### src/rtl/core/gcst_pkg.sv
`default_nettype none
// ----------------------------------------------------------------------------
// gcst_pkg: shared types and codes of the connection slot table
// Request word, result word, slot record, and the command and status
// groups between controller and datapath.
// ----------------------------------------------------------------------------
package gcst_pkg;

   localparam logic [2:0] OP_CONN_USB = 3'd0;
   localparam logic [2:0] OP_CONN_BT  = 3'd1;
   localparam logic [2:0] OP_DISC_ID  = 3'd2;
   localparam logic [2:0] OP_DISC_USB = 3'd3;
   localparam logic [2:0] OP_DISC_BT  = 3'd4;
   localparam logic [2:0] OP_LOOKUP   = 3'd5;

   localparam logic [1:0] TR_USB     = 2'd0;
   localparam logic [1:0] TR_CLASSIC = 2'd1;
   localparam logic [1:0] TR_LE      = 2'd2;

   localparam logic [1:0] RK_FAIL  = 2'd0;
   localparam logic [1:0] RK_HIT   = 2'd1;
   localparam logic [1:0] RK_CHECK = 2'd2;
   localparam logic [1:0] RK_CLAIM = 2'd3;

   typedef struct packed {
      logic [2:0]  opcode;
      logic [1:0]  transport;
      logic [6:0]  usb_address;
      logic [7:0]  usb_interface;
      logic [11:0] bt_connection;
      logic [7:0]  bt_service;
      logic [15:0] vendor_id;
      logic [15:0] product_id;
      logic [3:0]  protocol;
      logic [7:0]  slot_index;
      logic [15:0] slot_generation;
   } req_type;

   typedef struct packed {
      logic        ok;
      logic [2:0]  id_index;
      logic [15:0] id_generation;
      logic [1:0]  found_transport;
      logic [3:0]  found_protocol;
      logic [15:0] found_vendor;
      logic [15:0] found_product;
   } result_type;

   typedef struct packed {
      logic [1:0]  transport;
      logic [3:0]  protocol;
      logic [15:0] vendor;
      logic [15:0] product;
      logic [6:0]  usb_address;
      logic [7:0]  usb_interface;
      logic [11:0] bt_connection;
      logic [7:0]  bt_service;
      logic [15:0] generation;
   } slot_rec_type;

   typedef struct packed {
      logic       take;
      logic       start;
      logic       rd_en;
      logic       rd_use_id;
      logic       res_en;
      logic [1:0] res_kind;
      logic       push;
   } ctl_cmd_type;

   typedef struct packed {
      logic req_valid;
      logic op_scan;
      logic op_check;
      logic rd_vld;
      logic hit;
      logic last;
      logic free_found;
      logic is_connect;
      logic rsp_free;
   } dp_status_type;

endpackage
`default_nettype wire

### src/rtl/core/gcst_channels.sv
`default_nettype none
// ----------------------------------------------------------------------------
// gcst_channels: request and response channels
// Valid/ready channels carrying one request word and one result word.
// ----------------------------------------------------------------------------
interface gcst_req_if;
   logic        valid;
   logic        ready;
   logic [2:0]  opcode;
   logic [1:0]  transport;
   logic [6:0]  usb_address;
   logic [7:0]  usb_interface;
   logic [11:0] bt_connection;
   logic [7:0]  bt_service;
   logic [15:0] vendor_id;
   logic [15:0] product_id;
   logic [3:0]  protocol;
   logic [7:0]  slot_index;
   logic [15:0] slot_generation;

   modport source (
      output valid, opcode, transport, usb_address, usb_interface, bt_connection,
             bt_service, vendor_id, product_id, protocol, slot_index, slot_generation,
      input  ready
   );
   modport sink (
      input  valid, opcode, transport, usb_address, usb_interface, bt_connection,
             bt_service, vendor_id, product_id, protocol, slot_index, slot_generation,
      output ready
   );
endinterface

interface gcst_rsp_if;
   logic        valid;
   logic        ready;
   logic        ok;
   logic [2:0]  id_index;
   logic [15:0] id_generation;
   logic [1:0]  found_transport;
   logic [3:0]  found_protocol;
   logic [15:0] found_vendor;
   logic [15:0] found_product;

   modport source (
      output valid, ok, id_index, id_generation, found_transport, found_protocol,
             found_vendor, found_product,
      input  ready
   );
   modport sink (
      input  valid, ok, id_index, id_generation, found_transport, found_protocol,
             found_vendor, found_product,
      output ready
   );
endinterface
`default_nettype wire

### src/rtl/core/gcst_ctrl.sv
`default_nettype none
// ----------------------------------------------------------------------------
// gcst_ctrl: slot table sequencer
// Steps each request through decode, slot scan or id check, claim and
// response, and counts the scan address.
// ----------------------------------------------------------------------------
module gcst_ctrl
   import gcst_pkg::*;
#(
   parameter int SLOTS = 8,
   localparam int IDX_W = (SLOTS > 1) ? $clog2(SLOTS) : 1,
   localparam int CNT_W = $clog2(SLOTS + 1)
) (
   input  wire logic             clock,
   input  wire logic             reset,
   input  wire dp_status_type    st,
   output ctl_cmd_type           cmd,
   output logic [IDX_W-1:0]      rd_addr
);

   localparam logic [2:0] S_IDLE   = 3'd0;
   localparam logic [2:0] S_DECODE = 3'd1;
   localparam logic [2:0] S_SCAN   = 3'd2;
   localparam logic [2:0] S_CHECK  = 3'd3;
   localparam logic [2:0] S_CLAIM  = 3'd4;
   localparam logic [2:0] S_RESP   = 3'd5;

   logic [2:0]       state_ff, state_in;
   logic [CNT_W-1:0] cnt_ff, cnt_in;
   logic             more;

   assign more    = cnt_ff < CNT_W'(SLOTS);
   assign rd_addr = cnt_ff[IDX_W-1:0];

   always_comb begin
      cmd      = '0;
      state_in = state_ff;
      cnt_in   = cnt_ff;
      unique case (state_ff)
         S_IDLE: begin
            cmd.take = 1'b1;
            if (st.req_valid) begin
               state_in = S_DECODE;
            end
         end
         S_DECODE: begin
            if (st.op_scan) begin
               cmd.start = 1'b1;
               cnt_in    = '0;
               state_in  = S_SCAN;
            end else if (st.op_check) begin
               cmd.rd_en     = 1'b1;
               cmd.rd_use_id = 1'b1;
               state_in      = S_CHECK;
            end else begin
               cmd.res_en   = 1'b1;
               cmd.res_kind = RK_FAIL;
               state_in     = S_RESP;
            end
         end
         S_SCAN: begin
            if (more) begin
               cmd.rd_en = 1'b1;
               cnt_in    = cnt_ff + CNT_W'(1);
            end
            if (st.rd_vld && st.hit) begin
               cmd.res_en   = 1'b1;
               cmd.res_kind = RK_HIT;
               state_in     = S_RESP;
            end else if (st.rd_vld && st.last) begin
               if (st.is_connect && st.free_found) begin
                  state_in = S_CLAIM;
               end else begin
                  cmd.res_en   = 1'b1;
                  cmd.res_kind = RK_FAIL;
                  state_in     = S_RESP;
               end
            end
         end
         S_CHECK: begin
            cmd.res_en   = 1'b1;
            cmd.res_kind = RK_CHECK;
            state_in     = S_RESP;
         end
         S_CLAIM: begin
            cmd.res_en   = 1'b1;
            cmd.res_kind = RK_CLAIM;
            state_in     = S_RESP;
         end
         S_RESP: begin
            if (st.rsp_free) begin
               cmd.push = 1'b1;
               state_in = S_IDLE;
            end
         end
         default: begin
            state_in = S_IDLE;
         end
      endcase
   end

   always_ff @(posedge clock) begin
      if (reset) begin
         state_ff <= S_IDLE;
         cnt_ff   <= '0;
      end else begin
         state_ff <= state_in;
         cnt_ff   <= cnt_in;
      end
   end

endmodule
`default_nettype wire

### src/rtl/core/gcst_datapath.sv
`default_nettype none
// ----------------------------------------------------------------------------
// gcst_datapath: slot store and result path
// Holds the request word, the slot record memory with its connected and
// used flags, the scan compare, the free slot tracker and the result words.
// ----------------------------------------------------------------------------
module gcst_datapath
   import gcst_pkg::*;
#(
   parameter int SLOTS = 8,
   localparam int IDX_W = (SLOTS > 1) ? $clog2(SLOTS) : 1
) (
   input  wire logic          clock,
   input  wire logic          reset,
   gcst_req_if.sink           req_bus,
   gcst_rsp_if.source         rsp_bus,
   input  wire ctl_cmd_type   cmd,
   input  wire logic [IDX_W-1:0] rd_addr,
   output dp_status_type      st
);

   req_type            req_ff;
   slot_rec_type       mem [SLOTS];
   slot_rec_type       rd_rec_ff;
   slot_rec_type       wr_rec;
   logic [SLOTS-1:0]   conn_ff;
   logic [SLOTS-1:0]   used_ff;
   logic [IDX_W-1:0]   raddr;
   logic [IDX_W-1:0]   rd_idx_ff;
   logic               rd_vld_ff;
   logic               rd_conn_ff;
   logic               rd_used_ff;
   logic [15:0]        rd_gen;
   logic               free_found_ff;
   logic [IDX_W-1:0]   free_idx_ff;
   logic [15:0]        free_gen_ff;
   logic [15:0]        new_gen;
   logic [7:0]         rd_idx_wide;
   logic [7:0]         free_idx_wide;
   logic               is_connect;
   logic               usb_op;
   logic               usb_hit;
   logic               bt_hit;
   logic               id_ok;
   logic               in_range;
   logic               do_clear;
   logic               do_claim;
   result_type         res_in;
   result_type         res_ff;
   result_type         rsp_ff;
   logic               rsp_valid_ff;

   function automatic logic is_bt(input logic [1:0] t);
      return (t == TR_CLASSIC) || (t == TR_LE);
   endfunction

   assign raddr         = cmd.rd_use_id ? req_ff.slot_index[IDX_W-1:0] : rd_addr;
   assign rd_gen        = rd_used_ff ? rd_rec_ff.generation : 16'd0;
   assign rd_idx_wide   = 8'(rd_idx_ff);
   assign free_idx_wide = 8'(free_idx_ff);
   assign new_gen       = (free_gen_ff == 16'hFFFF) ? 16'd1 : free_gen_ff + 16'd1;
   assign in_range      = {1'b0, req_ff.slot_index} < 9'(SLOTS);
   assign is_connect    = (req_ff.opcode == OP_CONN_USB) || (req_ff.opcode == OP_CONN_BT);
   assign usb_op        = (req_ff.opcode == OP_CONN_USB) || (req_ff.opcode == OP_DISC_USB);

   assign usb_hit = rd_conn_ff && (rd_rec_ff.transport == TR_USB)
                  && (rd_rec_ff.usb_address == req_ff.usb_address)
                  && (rd_rec_ff.usb_interface == req_ff.usb_interface);
   assign bt_hit  = rd_conn_ff && is_bt(rd_rec_ff.transport)
                  && (rd_rec_ff.transport == req_ff.transport)
                  && (rd_rec_ff.bt_connection == req_ff.bt_connection)
                  && (rd_rec_ff.bt_service == req_ff.bt_service);
   assign id_ok   = (req_ff.slot_generation != 16'd0) && rd_conn_ff
                  && (rd_gen == req_ff.slot_generation);

   assign st.req_valid  = req_bus.valid;
   assign st.op_scan    = (req_ff.opcode == OP_CONN_USB)
                        || ((req_ff.opcode == OP_CONN_BT) && is_bt(req_ff.transport))
                        || (req_ff.opcode == OP_DISC_USB)
                        || (req_ff.opcode == OP_DISC_BT);
   assign st.op_check   = ((req_ff.opcode == OP_DISC_ID) || (req_ff.opcode == OP_LOOKUP))
                        && in_range;
   assign st.rd_vld     = rd_vld_ff;
   assign st.hit        = usb_op ? usb_hit : bt_hit;
   assign st.last       = rd_idx_ff == IDX_W'(SLOTS - 1);
   assign st.free_found = free_found_ff || (rd_vld_ff && !rd_conn_ff);
   assign st.is_connect = is_connect;
   assign st.rsp_free   = !rsp_valid_ff || rsp_bus.ready;

   assign do_clear = cmd.res_en
                   && (((cmd.res_kind == RK_HIT) && !is_connect)
                      || ((cmd.res_kind == RK_CHECK) && id_ok
                         && (req_ff.opcode == OP_DISC_ID)));
   assign do_claim = cmd.res_en && (cmd.res_kind == RK_CLAIM);

   always_comb begin
      wr_rec               = '0;
      wr_rec.transport     = (req_ff.opcode == OP_CONN_USB) ? TR_USB : req_ff.transport;
      wr_rec.protocol      = req_ff.protocol;
      wr_rec.vendor        = req_ff.vendor_id;
      wr_rec.product       = req_ff.product_id;
      wr_rec.generation    = new_gen;
      if (req_ff.opcode == OP_CONN_USB) begin
         wr_rec.usb_address   = req_ff.usb_address;
         wr_rec.usb_interface = req_ff.usb_interface;
      end else begin
         wr_rec.bt_connection = req_ff.bt_connection;
         wr_rec.bt_service    = req_ff.bt_service;
      end
   end

   always_comb begin
      res_in = '0;
      case (cmd.res_kind)
         RK_HIT: begin
            res_in.ok = 1'b1;
            if (is_connect) begin
               res_in.id_index      = rd_idx_wide[2:0];
               res_in.id_generation = rd_gen;
            end
         end
         RK_CHECK: begin
            if (id_ok) begin
               res_in.ok = 1'b1;
               if (req_ff.opcode == OP_LOOKUP) begin
                  res_in.id_index        = req_ff.slot_index[2:0];
                  res_in.id_generation   = rd_gen;
                  res_in.found_transport = rd_rec_ff.transport;
                  res_in.found_protocol  = rd_rec_ff.protocol;
                  res_in.found_vendor    = rd_rec_ff.vendor;
                  res_in.found_product   = rd_rec_ff.product;
               end
            end
         end
         RK_CLAIM: begin
            res_in.ok            = 1'b1;
            res_in.id_index      = free_idx_wide[2:0];
            res_in.id_generation = new_gen;
         end
         default: begin
            res_in = '0;
         end
      endcase
   end

   always_ff @(posedge clock) begin
      if (cmd.take && req_bus.valid) begin
         req_ff.opcode          <= req_bus.opcode;
         req_ff.transport       <= req_bus.transport;
         req_ff.usb_address     <= req_bus.usb_address;
         req_ff.usb_interface   <= req_bus.usb_interface;
         req_ff.bt_connection   <= req_bus.bt_connection;
         req_ff.bt_service      <= req_bus.bt_service;
         req_ff.vendor_id       <= req_bus.vendor_id;
         req_ff.product_id      <= req_bus.product_id;
         req_ff.protocol        <= req_bus.protocol;
         req_ff.slot_index      <= req_bus.slot_index;
         req_ff.slot_generation <= req_bus.slot_generation;
      end
      if (do_claim) begin
         mem[free_idx_ff] <= wr_rec;
      end
      if (cmd.rd_en) begin
         rd_rec_ff  <= mem[raddr];
         rd_idx_ff  <= raddr;
         rd_conn_ff <= conn_ff[raddr];
         rd_used_ff <= used_ff[raddr];
      end
      if (!free_found_ff && rd_vld_ff && !rd_conn_ff) begin
         free_idx_ff <= rd_idx_ff;
         free_gen_ff <= rd_gen;
      end
      if (cmd.res_en) begin
         res_ff <= res_in;
      end
      if (cmd.push) begin
         rsp_ff <= res_ff;
      end
   end

   always_ff @(posedge clock) begin
      if (reset) begin
         conn_ff       <= '0;
         used_ff       <= '0;
         rd_vld_ff     <= 1'b0;
         free_found_ff <= 1'b0;
         rsp_valid_ff  <= 1'b0;
      end else begin
         rd_vld_ff <= cmd.rd_en;
         if (cmd.start) begin
            free_found_ff <= 1'b0;
         end else if (rd_vld_ff && !rd_conn_ff) begin
            free_found_ff <= 1'b1;
         end
         if (do_clear) begin
            conn_ff[rd_idx_ff] <= 1'b0;
         end
         if (do_claim) begin
            conn_ff[free_idx_ff] <= 1'b1;
            used_ff[free_idx_ff] <= 1'b1;
         end
         if (cmd.push) begin
            rsp_valid_ff <= 1'b1;
         end else if (rsp_bus.ready) begin
            rsp_valid_ff <= 1'b0;
         end
      end
   end

   assign req_bus.ready           = cmd.take;
   assign rsp_bus.valid           = rsp_valid_ff;
   assign rsp_bus.ok              = rsp_ff.ok;
   assign rsp_bus.id_index        = rsp_ff.id_index;
   assign rsp_bus.id_generation   = rsp_ff.id_generation;
   assign rsp_bus.found_transport = rsp_ff.found_transport;
   assign rsp_bus.found_protocol  = rsp_ff.found_protocol;
   assign rsp_bus.found_vendor    = rsp_ff.found_vendor;
   assign rsp_bus.found_product   = rsp_ff.found_product;

endmodule
`default_nettype wire

### src/rtl/core/generational_connection_slot_table.sv
`default_nettype none
// ----------------------------------------------------------------------------
// generational_connection_slot_table: connection slot table with generations
// Connect, disconnect and look up USB and Bluetooth connections by handle
// or by generation-tagged slot id.
//
//   channel  | dir | word
//   ---------+-----+------------------------------------------------------
//   req_bus  | in  | opcode, transport, handles, vendor/product, protocol, id
//   rsp_bus  | out | ok, id index/generation, stored slot fields
//
// A scanning request (connect, disconnect by handle) walks the one-port slot
// memory a slot per cycle. Id requests read one slot; rejected requests read
// none. The next request can be taken as soon as the result word goes valid.
// Reset clears the connected and used flags at once; no clearing pass.
// A result word not yet taken holds the following one in its final step.
// ----------------------------------------------------------------------------
module generational_connection_slot_table
   import gcst_pkg::*;
#(
   parameter int SLOTS = 8
) (
   input  wire logic   clock,
   input  wire logic   reset,
   gcst_req_if.sink    req_bus,
   gcst_rsp_if.source  rsp_bus
);

   localparam int IDX_W = (SLOTS > 1) ? $clog2(SLOTS) : 1;

   ctl_cmd_type      cmd;
   dp_status_type    st;
   logic [IDX_W-1:0] rd_addr;

   gcst_ctrl #(
      .SLOTS (SLOTS)
   ) u_ctrl (
      .clock   (clock),
      .reset   (reset),
      .st      (st),
      .cmd     (cmd),
      .rd_addr (rd_addr)
   );

   gcst_datapath #(
      .SLOTS (SLOTS)
   ) u_datapath (
      .clock   (clock),
      .reset   (reset),
      .req_bus (req_bus),
      .rsp_bus (rsp_bus),
      .cmd     (cmd),
      .rd_addr (rd_addr),
      .st      (st)
   );

   a_one_in_flight: assert property (@(posedge clock) disable iff (reset)
      (req_bus.valid && req_bus.ready) |=> !req_bus.ready)
      else $error("request taken while another is in flight");

   a_rsp_from_push: assert property (@(posedge clock) disable iff (reset)
      $rose(rsp_bus.valid) |-> $past(cmd.push))
      else $error("response raised without a push");

   a_claim_on_connect: assert property (@(posedge clock) disable iff (reset)
      (cmd.res_en && (cmd.res_kind == RK_CLAIM)) |-> st.is_connect)
      else $error("slot claimed for a non-connect request");

endmodule
`default_nettype wire

### src/flat_wrapper.sv
// flat-port wrapper written by rule: the top's interface ports become plain ports
module generational_connection_slot_table_flat import gcst_pkg::*;
#(
   parameter int SLOTS = 8
)
  (clock, reset, req_bus_valid, req_bus_opcode, req_bus_transport, req_bus_usb_address, req_bus_usb_interface, req_bus_bt_connection, req_bus_bt_service, req_bus_vendor_id, req_bus_product_id, req_bus_protocol, req_bus_slot_index, req_bus_slot_generation, req_bus_ready, rsp_bus_valid, rsp_bus_ok, rsp_bus_id_index, rsp_bus_id_generation, rsp_bus_found_transport, rsp_bus_found_protocol, rsp_bus_found_vendor, rsp_bus_found_product, rsp_bus_ready);
  gcst_req_if req_bus_i ();
  gcst_rsp_if rsp_bus_i ();
  input  wire logic clock;
  input  wire logic reset;
  input wire logic [$bits(req_bus_i.valid)-1:0] req_bus_valid;
  input wire logic [$bits(req_bus_i.opcode)-1:0] req_bus_opcode;
  input wire logic [$bits(req_bus_i.transport)-1:0] req_bus_transport;
  input wire logic [$bits(req_bus_i.usb_address)-1:0] req_bus_usb_address;
  input wire logic [$bits(req_bus_i.usb_interface)-1:0] req_bus_usb_interface;
  input wire logic [$bits(req_bus_i.bt_connection)-1:0] req_bus_bt_connection;
  input wire logic [$bits(req_bus_i.bt_service)-1:0] req_bus_bt_service;
  input wire logic [$bits(req_bus_i.vendor_id)-1:0] req_bus_vendor_id;
  input wire logic [$bits(req_bus_i.product_id)-1:0] req_bus_product_id;
  input wire logic [$bits(req_bus_i.protocol)-1:0] req_bus_protocol;
  input wire logic [$bits(req_bus_i.slot_index)-1:0] req_bus_slot_index;
  input wire logic [$bits(req_bus_i.slot_generation)-1:0] req_bus_slot_generation;
  output wire logic [$bits(req_bus_i.ready)-1:0] req_bus_ready;
  output wire logic [$bits(rsp_bus_i.valid)-1:0] rsp_bus_valid;
  output wire logic [$bits(rsp_bus_i.ok)-1:0] rsp_bus_ok;
  output wire logic [$bits(rsp_bus_i.id_index)-1:0] rsp_bus_id_index;
  output wire logic [$bits(rsp_bus_i.id_generation)-1:0] rsp_bus_id_generation;
  output wire logic [$bits(rsp_bus_i.found_transport)-1:0] rsp_bus_found_transport;
  output wire logic [$bits(rsp_bus_i.found_protocol)-1:0] rsp_bus_found_protocol;
  output wire logic [$bits(rsp_bus_i.found_vendor)-1:0] rsp_bus_found_vendor;
  output wire logic [$bits(rsp_bus_i.found_product)-1:0] rsp_bus_found_product;
  input wire logic [$bits(rsp_bus_i.ready)-1:0] rsp_bus_ready;
  assign req_bus_i.valid = req_bus_valid;
  assign req_bus_i.opcode = req_bus_opcode;
  assign req_bus_i.transport = req_bus_transport;
  assign req_bus_i.usb_address = req_bus_usb_address;
  assign req_bus_i.usb_interface = req_bus_usb_interface;
  assign req_bus_i.bt_connection = req_bus_bt_connection;
  assign req_bus_i.bt_service = req_bus_bt_service;
  assign req_bus_i.vendor_id = req_bus_vendor_id;
  assign req_bus_i.product_id = req_bus_product_id;
  assign req_bus_i.protocol = req_bus_protocol;
  assign req_bus_i.slot_index = req_bus_slot_index;
  assign req_bus_i.slot_generation = req_bus_slot_generation;
  assign req_bus_ready = req_bus_i.ready;
  assign rsp_bus_valid = rsp_bus_i.valid;
  assign rsp_bus_ok = rsp_bus_i.ok;
  assign rsp_bus_id_index = rsp_bus_i.id_index;
  assign rsp_bus_id_generation = rsp_bus_i.id_generation;
  assign rsp_bus_found_transport = rsp_bus_i.found_transport;
  assign rsp_bus_found_protocol = rsp_bus_i.found_protocol;
  assign rsp_bus_found_vendor = rsp_bus_i.found_vendor;
  assign rsp_bus_found_product = rsp_bus_i.found_product;
  assign rsp_bus_i.ready = rsp_bus_ready;
  generational_connection_slot_table #(.SLOTS(SLOTS)) u_core (.clock(clock), .reset(reset), .req_bus(req_bus_i), .rsp_bus(rsp_bus_i));
endmodule
### config.mk
export PLATFORM = sky130hd
export DESIGN_NAME = generational_connection_slot_table_flat
export DESIGN_NICKNAME = d
export VERILOG_FILES = /design/src/rtl/core/gcst_pkg.sv /design/src/rtl/core/gcst_channels.sv /design/src/rtl/core/gcst_ctrl.sv /design/src/rtl/core/gcst_datapath.sv /design/src/rtl/core/generational_connection_slot_table.sv /design/src/flat_wrapper.sv
export SDC_FILE = /design/constraint.sdc
export NUM_CORES = 1
export LEC_CHECK = 0
export BUFFER_PORTS_ARGS = -buffer_cell sky130_fd_sc_hd__buf_4
export CAP_MARGIN = 20
export CORE_UTILIZATION = 30
export DETAILED_ROUTE_END_ITERATION = 7
export PLACE_DENSITY = 0.47
export SYNTH_ARGS = -nofsm -noshare
export SYNTH_HDL_FRONTEND = slang
export SYNTH_HIERARCHICAL = 1
export SYNTH_SLANG_ARGS = --single-unit
### constraint.sdc
create_clock -name clock -period 17.3 [get_ports clock]
set_clock_uncertainty 0.2 [all_clocks]
set_input_delay 4.325 -clock clock [delete_from_list [all_inputs] [get_ports clock]]
set_output_delay 4.325 -clock clock [all_outputs]
set_load 0.01 [all_outputs]
==> flow_summary.yaml, run 1 <==
run_status:
  outcome: "finished clean"
cts:
  cts_hold_buffers: 0
  clk_pin_slew_ns: 0.06
  cts_sinks: 1067
  htreeDepth: 3
  ctsResizeCount: 0
  numCtsBuffers: 113
  cts_tree: "built"
  post-cts-setup-buffers: 0
  cts_root_buf: "clkbuf_16"
  clk_latency_ns: 0.73
  clock_path_buffers: 3
placed_design:
  dpl.hpwl_um: 54200
  gp_congestion: 0.751
  placed_area_um2: 44300
  post-place-ws_ns: 10.59
  numPortBuffers: 163
synth:
  synth_edf_count: 1041
  syn-num-nets: 3144
  synth_xor_area_share_pct: 1.19
  synth_seq_area_share_pct: 77.4
  synthArstFlopShare_pct: 0
  syn_inst: 3037
  synthAdderAreaFrac_pct: 0.0914
  muxShareOfSynthArea_pct: 0.0975
  synthDistinctLibCells: 70
  synth_area_per_cell_um2: 13.5
  synth_simple_gate_area_share_pct: 16.6
  synth-main-ff-cell: "edfxtp_1"
  ys_warn_count: 6
  ys_seq_elements: 1067
  synth_compound_area_share_pct: 2.59
  synth_area_um2: 41100
  synth_top_family_by_area: "simple AND/OR/NAND/NOR gates"
sta:
  worst_slack_ns: 10.86
  post-route-min-period_ns: 6.44
  slew_violations: 0
  rsz0062_at_grt: "no"
  max_slew_margin_pct: 25.0
  worst_pin_slew_ns: 1.12
  timing.hold.ws_ns: 0.172
  fin_crit_sh_pct: 37.2
  hold_violations: 0
  finalSetupTns_ns: 0
  fmax_ghz: 0.155
  setup_violations: 0
detailed_routing:
  drcViolationCount: 0
  drtIter0Drc: 1946
  via_per_inst: 4.63
  antenna_left: 0
  wl_per_cell_um: 20.2
  num_vias: 23466
  drt_wl_total_um: 102000
  first_pass_iters: 5
global_routing:
  grt_pass1_vias: 22898
  grt-busiest-layer: "met2"
  use_met2_pct: 22.3
  grt_pass1_wl_um: 152000
  grt_remaining_overflow: 0
  antenna_found_initial: 6
  grtUsageTotal_pct: 14.7
  grt_max_degree: 167
  grtUsageMet1_pct: 21.6
  grtUsageMet3_pct: 2.71
setup_path:
  crit_cells: 14
  r2r_setup_slack_ns: 10.86
  crit_buf_inv: 3
  reg2reg_depth: 14
  slowest_delay_ns: 0.79
  r2r_end: "u_core/u_datapath/mem[4][86]"
  path_cells: "xnor2_1 -> nand4_1 -> nor4_1 -> nand4_1 -> o21ai_0 -> and2_1 -> a311o_1 -> a21boi_0 -> o21ai_4 -> buf_4 -> nand2b_1 -> nor3_2 -> buf_4 -> buf_4"
  startpoint: "u_core/u_datapath/req_ff[78]"
  r2r-start: "u_core/u_datapath/req_ff[78]"
  crit_fanout: 63
  path_common_cell: "buf_4"
  critPathTopFamily: "buffers and inverters"
  critPathArrivalTime_ns: 6.53
  start_kind: "flip-flop"
  worstPathRequired_ns: 17.38
  cp_slowest_cell: "buf_4"
  end_kind: "flip-flop"
  path_class: "flip-flop to flip-flop"
layout:
  drive_gt1_share_pct: 12.5
  nNetsFinal: 3296
  area_delta_synth_final_pct: 16.4
  design_area_um2: 47800
pwr:
  report.power.total_mw: 6.07
  p_switching_mw: 1.57
  power.leakage_nw: 16.6
  p_seq_share_pct: 50.7
  p_per_area_nw_per_um2: 127
  switching_share_pct: 25.9
  combPwrFrac_pct: 11.4
  internal_power_mw: 4.50
  vdd_drop_max_uv: 85.2
  clock_power_share_pct: 37.9
floorplanning:
  dieHeight_um: 372
  num_rows: 135
  start_util_pct: 30.3
  core_area_um2: 136000
  io-pin-count: 164
  die_w_um: 372
  dieArea_um2: 138000
worst_hold_path:
  hold_start: "u_core/u_datapath/res_ff[56]"
  holdPathEnd: "u_core/u_datapath/rsp_bus.id_index[2]"
  hp-class: "flip-flop to flip-flop"
  whs_path_depth: 0
run:
  max_cap_viol_count: 0
-- Yosys cell counts, drive strengths merged (3+ instances only) --
master | n | area (µm²)
o21bai | 7 | 52.6
o22ai | 12 | 119
dfxtp | 26 | 521
nor4bb | 4 | 40.0
buf | 38 | 209
a21boi | 6 | 45.1
nand3 | 468 | 2340
nor3b | 3 | 22.5
clkbuf | 131 | 492
inv | 32 | 120
edfxtp | 1041 | 31300
nand2b | 10 | 62.6
xnor2 | 21 | 184
and4 | 3 | 26.3
a211oi | 4 | 30.0
a21oi | 8 | 43.8
nor2b | 27 | 169
nand4 | 8 | 50.1
xor2 | 35 | 307
and3 | 3 | 18.8
mux2i | 4 | 40.0
nand2 | 862 | 3250
and2 | 56 | 350
a31oi | 3 | 18.8
nor4 | 18 | 119
nor2 | 45 | 176
or2 | 4 | 25.0
nor4b | 5 | 58.8
nor3 | 13 | 65.1
o21ai | 109 | 553
ha | 3 | 37.5
-- power by group through the flow --
stage	sequential, mW	clock [mW]	combinational (mW)
2_1_floorplan	3.11	0	0.477
3_3_place_gp	3.13	0	0.711
3_5_place_dp	3.13	0	0.711
4_1_cts	3.08	2.37	0.714
5_1_grt	3.09	2.47	0.784
6_report	3.08	2.30	0.692
-- worst max path at each step --
stage | slack, ns | to
after CTS | 10.68 | u_core/u_datapath/mem[2][37]
after global routing | 10.40 | u_core/u_datapath/mem[2][37]
final | 10.86 | u_core/u_datapath/mem[4][86]
after floorplan | 1.24 | u_core/u_datapath/mem[0][0]
after global placement | 10.63 | u_core/u_datapath/req_ff[78]
after detailed placement | 10.59 | u_core/u_datapath/req_ff[78]
-- per-layer routing --
layer / share of wire (%) / up-vias
met2: 44 / 515
met4: 2.0 / 0
met1: 49 / 11599
met3: 4.9 / 129
met5: 0 / -
li1: - / 11223
-- state kept, by name (all words and copies together) (netlist names), 2 cells and up --
register,cells
u_core/u_datapath/rd_idx_ff,3
u_core/u_ctrl/cnt_ff,4
u_core/u_datapath/rsp_bus.id_generation,16
u_core/u_datapath/free_idx_ff,3
u_core/u_datapath/mem,712
u_core/u_datapath/req_ff,100
u_core/u_datapath/rsp_bus.found_protocol,4
u_core/u_datapath/rd_rec_ff,89
u_core/u_datapath/free_gen_ff,16
u_core/u_datapath/rsp_bus.found_vendor,16
u_core/u_ctrl/state_ff,3
u_core/u_datapath/rsp_bus.found_product,16
u_core/u_datapath/used_ff,8
u_core/u_datapath/res_ff,58
u_core/u_datapath/conn_ff,8
u_core/u_datapath/rsp_bus.id_index,3
u_core/u_datapath/rsp_bus.found_transport,2
-- metrics by stage --
step                      cells  util (%)
final                      5070      35.2
after global routing       5065      35.2
after CTS                  5065      35.2
after detailed placement   4855      32.7
after global placement     4855      32.7
after floorplan            3037         -
-- area by class of cell --
class / instances / area, µm²
Fill cell: 13127 / 87800
Inverter: 33 / 136
Clock buffer: 144 / 2980
Multi-Input combinational cell: 1768 / 8580
Clock inverter: 66 / 512
Timing Repair Buffer: 206 / 1560
Sequential cell: 1067 / 31800
Tap cell: 1781 / 2230
Antenna cell: 5 / 12.5
-- layout by cell type (no fill, tap or decap), types with 8 or more instances in the layout --
cell,count
and2_1,54
nor2_1,42
nor4_1,14
nand3_1,468
inv_1,30
edfxtp_1,1041
xor2_1,35
buf_4,205
dfxtp_1,26
nor2b_1,27
clkinv_2,28
clkbuf_16,114
nand4_1,8
clkinv_1,22
nand2b_1,10
o21ai_0,105
nand2_1,860
xnor2_1,21
nor3_1,8
clkbuf_1,29
-- cell families (layout without fill, tap and decap cells) --
group / Yosys count / after routing
DFF: 1067 / 1067
and+or+nand+nor: 1536 / 1536
xor gates and xnor gates: 56 / 56
adders and majority gates: 3 / 3
buffers and inverters: 202 / 449
muxes: 4 / 4
other: 0 / 5
AOI/OAI and AO/OA: 169 / 169
Note: power is estimated with default switching activity, not from simulation.
==> run 2: changes to the inputs <==
--- a/config.mk
+++ b/config.mk
@@ -5,11 +5,12 @@
 export SDC_FILE = /design/constraint.sdc
 export NUM_CORES = 1
 export LEC_CHECK = 0
+export ABC_AREA = 1
 export BUFFER_PORTS_ARGS = -buffer_cell sky130_fd_sc_hd__buf_4
 export CAP_MARGIN = 20
 export CORE_UTILIZATION = 30
 export DETAILED_ROUTE_END_ITERATION = 7
-export PLACE_DENSITY = 0.47
+export PLACE_DENSITY = 0.46
 export SYNTH_ARGS = -nofsm -noshare
 export SYNTH_HDL_FRONTEND = slang
 export SYNTH_HIERARCHICAL = 1
==> constraint.sdc (replaced) <==
create_clock -name clock -period 6.5 [get_ports clock]
set_clock_uncertainty 0.2 [all_clocks]
set_input_delay 1.625 -clock clock [delete_from_list [all_inputs] [get_ports clock]]
set_output_delay 1.625 -clock clock [all_outputs]
set_load 0.01 [all_outputs]
==> run 2 against run 1 <==
- synthesized area is 0.45% higher
- sequential share of layout area shrank 0.87 points
- sequential power increased to 2.9 times the previous value
- global-route usage grew 0.43 points
- worst hold slack better by 0.027 ns
- non-clock buffer count up 14
- fmax rose by 28%
- wire length grew 4.5%
- final cell count rose by 3.0%
- synthesized cell count rose by 4.4%
- largest cell class unchanged
==> flow_summary.yaml, run 2 <==
sta:
  finalSetupTns_ns: 0
  fmax_ghz: 0.198
  post-route-min-period_ns: 5.04
  setup_violations: 0
  rsz0062_at_grt: "no"
  slew_violations: 0
  fin_crit_sh_pct: 77.5
  worst_pin_slew_ns: 1.09
  hold_violations: 0
  max_slew_margin_pct: 27.4
detailed_routing:
  wl_per_cell_um: 20.5
  drt_wl_total_um: 107000
  drtIter0Drc: 1520
  drcViolationCount: 0
  antenna_left: 0
  num_vias: 24873
  first_pass_iters: 5
  via_per_inst: 4.76
layout:
  area_delta_synth_final_pct: 17.4
  stdcell_count: 5224
  drive_gt1_share_pct: 12.3
  mostFrequentLayoutCell: "edfxtp_1"
  regArea_um2: 31800
  top_register: "u_core/u_datapath/mem"
  n_antenna_cell: 0
  design_area_um2: 48400
  largestRegisters: "u_core/u_datapath/mem x712, u_core/u_datapath/req_ff x100, u_core/u_datapath/rd_rec_ff x89"
  layout_common_cells: "edfxtp_1 (1041), nor2_1 (793), o21ai_0 (387)"
  multi_input_area_um2: 8150
  n_fill_cell: 13179
  largest_reg_flops: 712
  nNetsFinal: 3451
floorplanning:
  die_w_um: 373
  dieArea_um2: 139000
  io-pin-count: 164
  core_area_um2: 136000
  num_rows: 135
  dieHeight_um: 373
  start_util_pct: 30.3
pwr:
  switching_share_pct: 28.6
  p_seq_share_pct: 49.2
  p_per_area_nw_per_um2: 372
  vdd_drop_max_uv: 269
  power.leakage_nw: 16.5
  clock_power_share_pct: 35.4
  combPwrFrac_pct: 15.4
  p_switching_mw: 5.15
  internal_power_mw: 12.8
cts:
  ctsResizeCount: 0
  htreeDepth: 3
  cts_hold_buffers: 0
  numCtsBuffers: 116
  cts_tree: "built"
  clock_path_buffers: 3
  cts_root_buf: "clkbuf_16"
  cts_sinks: 1067
  clk_pin_slew_ns: 0.06
  clk_latency_ns: 0.75
  post-cts-setup-buffers: 0
synth:
  synth_top_cell_area_share_pct: 75.8
  synth_compound_area_share_pct: 8.29
  synthAdderAreaFrac_pct: 0.0910
  synth_commonest_cells: "edfxtp_1 (1041), nor2_1 (795), o21ai_0 (390)"
  synthTopCellsByArea: "edfxtp_1 (76%), nor2_1 (7.2%), o21ai_0 (4.7%)"
  synth_area_um2: 41300
  synth_seq_area_share_pct: 77.0
  muxShareOfSynthArea_pct: 0
  synth_area_per_cell_um2: 13.0
  syn-num-nets: 3277
  synth_xor_area_share_pct: 0.361
  synth_top_family_by_area: "simple AND/OR/NAND/NOR gates"
  ys_seq_elements: 1067
  synth_largest_area_cell: "edfxtp_1"
  synth_simple_gate_area_share_pct: 10.9
  synthDistinctLibCells: 44
  synthArstFlopShare_pct: 0
  synth_edf_count: 1041
  yosysMostFrequentCell: "edfxtp_1"
  syn_inst: 3170
  ys_warn_count: 6
  synth-main-ff-cell: "edfxtp_1"
setup_path:
  end_kind: "flip-flop"
  critPathArrivalTime_ns: 5.23
  crit_fanout: 37
  start_kind: "flip-flop"
  worstPathRequired_ns: 6.69
  path_class: "flip-flop to flip-flop"
global_routing:
  grt_max_degree: 166
  grtUsageTotal_pct: 15.2
  grt_pass1_wl_um: 160000
  grt_pass1_vias: 24795
  antenna_found_initial: 2
  grt_remaining_overflow: 0
placed_design:
  place_inst: 5006
  placed_area_um2: 44700
  gp_congestion: 0.814
  numPortBuffers: 163
  dpl.hpwl_um: 59800
run:
  max_cap_viol_count: 0
worst_hold_path:
  hp-class: "flip-flop to flip-flop"
run_status:
  outcome: "finished clean"
-- run 2: cell count changes in the layout (fill, tap and decap cells not counted), moves of 92 or more --
cell / change
nor2_1: +751
nand2_1: -690
inv_1: +134
nand3_1: -396
o22ai_1: +92
o21ai_0: +282
-- run 2: worst paths after layout --
path,slack [ns],endpoint,depth (start not counted),start
max reg2reg,1.46,u_core/u_datapath/mem[3][45],18,u_core/u_datapath/req_ff[98]
max,1.46,u_core/u_datapath/mem[3][45],18,u_core/u_datapath/req_ff[98]
min,0.20,u_core/u_datapath/rsp_bus.id_generation[4],0,u_core/u_datapath/res_ff[42]
min reg2reg,0.20,u_core/u_datapath/rsp_bus.id_generation[4],0,u_core/u_datapath/res_ff[42]
-- run 2: layout make-up --
type                    instances  area share (%)
well taps                    1781            4.60
flip-flops and latches       1067            65.6
repair buffers                220            3.84
inverters                     182            1.48
clock buffers                 156            6.47
clock inverters                61            1.13
multi-input cells            1757            16.8
-- run 2: cells by family after synthesis --
logic type,count (synthesis)
compound gates,624
xor+xnor,17
fa+ha+maj,3
buf+inv,346
flops,1067
simple gates,1113
-- run 2: stage by stage --
| stage | setup WS, ns | power (mW) | utilization (%) | hold slack [ns] |
|---|---|---|---|---|
| after global routing | 1.14 | 18.8 | 35.6 | 0.210 |
| after detailed placement | 1.44 | 11.8 | 32.9 | 0.205 |
| final | 1.46 | 18.0 | 35.6 | 0.199 |
| after CTS | 1.40 | 18.3 | 35.6 | 0.205 |
| after global placement | 1.40 | 11.8 | 32.9 | 0.202 |
| after floorplan | 0.457 | 10.7 | - | 0.200 |
-- run 2: routing by layer --
layer | GRT usage, % | part of all wire, % | routed length, µm | vias up
li1 | - | - | - | 11710
met1 | 21.5 | 48 | 51100 | 12529
met2 | 24.1 | 46 | 49200 | 501
met3 | 2.53 | 4.2 | 4470 | 133
met4 | 3.78 | 1.9 | 2050 | 0
met5 | 0 | 0 | 0 | -
-- run 2: worst max-delay path: stages (launching register included) --
cell and delay [ns]:
edfxtp_1 0.43, nor2_1 0.11, inv_1 0.06, nor2_2 0.12, clkinv_1 0.09, nand2_1 0.18
inv_1 0.23, nor4_1 0.27, nand4_1 0.23, nand2_1 0.31, nand2_1 0.15, o21ai_0 0.32
nand2_1 0.19, clkinv_1 0.33, nand2_1 0.10, inv_1 0.22, nand2_1 0.18, inv_4 0.54
buf_4 0.42
-- run 2: power by group through the flow --
stage	combinational [mW]	clock (mW)	sequential (mW)
6_report	2.78	6.36	8.85
5_1_grt	3.10	6.80	8.91
4_1_cts	2.82	6.58	8.86
3_5_place_dp	2.81	0	9.00
3_3_place_gp	2.83	0	9.00
2_1_floorplan	1.80	0	8.87
==> run 3: changes to the inputs <==
==> constraint.sdc (replaced) <==
create_clock -name clock -period 4.7 [get_ports clock]
set_clock_uncertainty 0.2 [all_clocks]
set_input_delay 1.175 -clock clock [delete_from_list [all_inputs] [get_ports clock]]
set_output_delay 1.175 -clock clock [all_outputs]
set_load 0.01 [all_outputs]
==> run 3 against run 2 <==
- sequential power increased by 39%
- global-route usage decreased by 0.17 points
- core utilization increased by 0.92 points
- total power increased by 40%
- setup slack got worse by 1.1 ns
- register-to-register slack got worse by 1.1 ns
- first-iteration DRC count increased by 7.4%
- critical path type unchanged
- critical endpoint is now u_core/u_datapath/mem[4][33]
==> flow_summary.yaml, run 3 (synthesis results as in run 2) <==
setup_path:
  start_kind: "flip-flop"
  path_common_cell: "nand2_1"
  r2r-start: "u_core/u_datapath/req_ff[98]"
  crit_buf_inv: 10
  crit_cells: 21
  r2r_setup_slack_ns: 0.38
  reg2reg_depth: 21
  end_kind: "flip-flop"
  worstPathRequired_ns: 4.92
  path_cells: "nor2_1 -> inv_1 -> nor2_2 -> clkinv_1 -> nand2_1 -> inv_1 -> nor4_1 -> nand4_1 -> buf_4 -> nand2_1 -> buf_4 -> nand2_1 -> o21ai_0 -> nand2_1 -> clkinv_1 -> nand2_1 -> inv_1 -> nand2_1 -> clkinvlp_4 -> buf_12 -> buf_12"
  critPathTopFamily: "simple AND/OR/NAND/NOR gates"
  cp_slowest_cell: "nor4_1"
  crit_fanout: 17
  critPathArrivalTime_ns: 4.53
  slowest_delay_ns: 0.45
  path_class: "flip-flop to flip-flop"
  r2r_end: "u_core/u_datapath/mem[4][33]"
global_routing:
  antenna_found_initial: 0
  grt_pass1_vias: 24358
  grtUsageMet3_pct: 2.29
  grt-busiest-layer: "met2"
  use_met2_pct: 23.5
  grt_remaining_overflow: 0
  grtUsageTotal_pct: 15.0
  grtUsageMet1_pct: 21.5
  grt_max_degree: 117
  grt_pass1_wl_um: 159000
sta:
  rsz0062_at_grt: "no"
  fmax_ghz: 0.232
  timing.hold.ws_ns: 0.217
  fin_crit_sh_pct: 91.8
  worst_pin_slew_ns: 0.812
  slew_violations: 0
  setup_violations: 0
  hold_violations: 0
  finalSetupTns_ns: 0
  max_slew_margin_pct: 45.7
  post-route-min-period_ns: 4.32
detailed_routing:
  num_vias: 24731
  drtIter0Drc: 1632
  via_per_inst: 4.68
  drt_wl_total_um: 105000
  first_pass_iters: 7
  drcViolationCount: 0
  wl_per_cell_um: 19.9
  antenna_left: 0
layout:
  largestRegisters: "u_core/u_datapath/mem x712, u_core/u_datapath/req_ff x100, u_core/u_datapath/rd_rec_ff x89"
  top_register: "u_core/u_datapath/mem"
  stdcell_count: 5287
  drive_gt1_share_pct: 14.3
  nNetsFinal: 3514
  area_delta_synth_final_pct: 20.4
  fin_util_pct: 36.5
  layout_common_cells: "edfxtp_1 (1041), nor2_1 (793), o21ai_0 (387)"
  mostFrequentLayoutCell: "edfxtp_1"
  largest_reg_flops: 712
cts:
  cts_root_buf: "clkbuf_16"
  htreeDepth: 3
  numCtsBuffers: 115
  cts_hold_buffers: 0
  ctsResizeCount: 0
  post-cts-setup-buffers: 0
  cts_sinks: 1067
  clk_pin_slew_ns: 0.06
  clock_path_buffers: 3
  clk_latency_ns: 0.74
  cts_tree: "built"
floorplanning:
  die_w_um: 373
  dieHeight_um: 373
  io-pin-count: 164
  dieArea_um2: 139000
  num_rows: 135
  start_util_pct: 30.3
  core_area_um2: 136000
placed_design:
  gp_congestion: 0.827
  numPortBuffers: 163
  place_inst: 5071
  dpl.hpwl_um: 61900
pwr:
  power.leakage_nw: 17.0
  p_per_area_nw_per_um2: 508
  report.power.total_mw: 25.2
  internal_power_mw: 18.1
  clock_power_share_pct: 36.0
  vdd_drop_max_uv: 376
  p_switching_mw: 7.09
  p_seq_share_pct: 48.6
  combPwrFrac_pct: 15.4
  switching_share_pct: 28.1
worst_hold_path:
  hold_start: "u_core/u_datapath/res_ff[35]"
  holdPathEnd: "u_core/u_datapath/rsp_bus.found_protocol[3]"
  whs_path_depth: 0
  hp-class: "flip-flop to flip-flop"
run_status:
  outcome: "finished clean"
run:
  max_cap_viol_count: 0
==> run 3: cell types whose count changed in the layout (fill, tap and decap cells not counted), moves of 6 or more <==
cell	previous run	this run
clkinvlp_4	4	13
clkinv_2	11	20
clkbuf_1	33	17
inv_4	9	1
buf_4	204	215
clkbuf_8	6	0
bufinv_16	6	13
buf_12	15	69
==> run 3: final cells by class <==
cell class / instances / area, µm²
Antenna cell: 2 / 5.00
Clock buffer: 134 / 2990
Clock inverter: 80 / 793
Fill cell: 13021 / 86300
Inverter: 182 / 728
Multi-Input combinational cell: 1757 / 8160
Sequential cell: 1067 / 31800
Tap cell: 1781 / 2230
Timing Repair Buffer: 284 / 3000
==> run 3: worst max-delay path by stage <==
stage               slack [ns]                            to                       startpoint
detailed placement        0.44  u_core/u_datapath/mem[1][64]  u_core/u_datapath/rd_rec_ff[88]
finish                    0.38  u_core/u_datapath/mem[4][33]     u_core/u_datapath/req_ff[98]
global placement          0.43  u_core/u_datapath/mem[4][24]     u_core/u_datapath/req_ff[97]
CTS                       0.36  u_core/u_datapath/mem[4][24]     u_core/u_datapath/req_ff[98]
global route              0.10  u_core/u_datapath/mem[5][33]     u_core/u_datapath/req_ff[98]
floorplan                 0.02   u_core/u_datapath/mem[1][0]     u_core/u_datapath/req_ff[98]
==> run 3: power groups by stage <==
stage	clock network [mW]	logic [mW]	registers (mW)
final	9.08	3.88	12.3
after global routing	9.68	4.35	12.3
after CTS	9.34	3.96	12.3
after detailed placement	0	3.95	12.5
after global placement	0	3.95	12.5
after floorplan	0	2.51	12.2
==> run 3: routing by layer <==
layer / wire, µm / part of all wire (%)
met1: 51100 / 49
met2: 48100 / 46
met3: 4150 / 3.9
met4: 1990 / 1.9
met5: 0 / 0
==> run 3: worst reg2reg max path: stages (launching register included) <==
cell and delay [ns]:
edfxtp_1 0.44, nor2_1 0.12, inv_1 0.07, nor2_2 0.13, clkinv_1 0.09, nand2_1 0.14
inv_1 0.22, nor4_1 0.46, nand4_1 0.14, buf_4 0.17, nand2_1 0.09, buf_4 0.15
nand2_1 0.10, o21ai_0 0.25, nand2_1 0.14, clkinv_1 0.09, nand2_1 0.06, inv_1 0.19
nand2_1 0.18, clkinvlp_4 0.19, buf_12 0.16, buf_12 0.20
==> run 3: stage by stage <==
stage               instance area [µm²]  setup WS, ns
global route                      49700         0.102
finish                            49700         0.383
detailed placement                45900         0.438
floorplan                         41300        0.0232
CTS                               49700         0.359
global placement                  45900         0.434
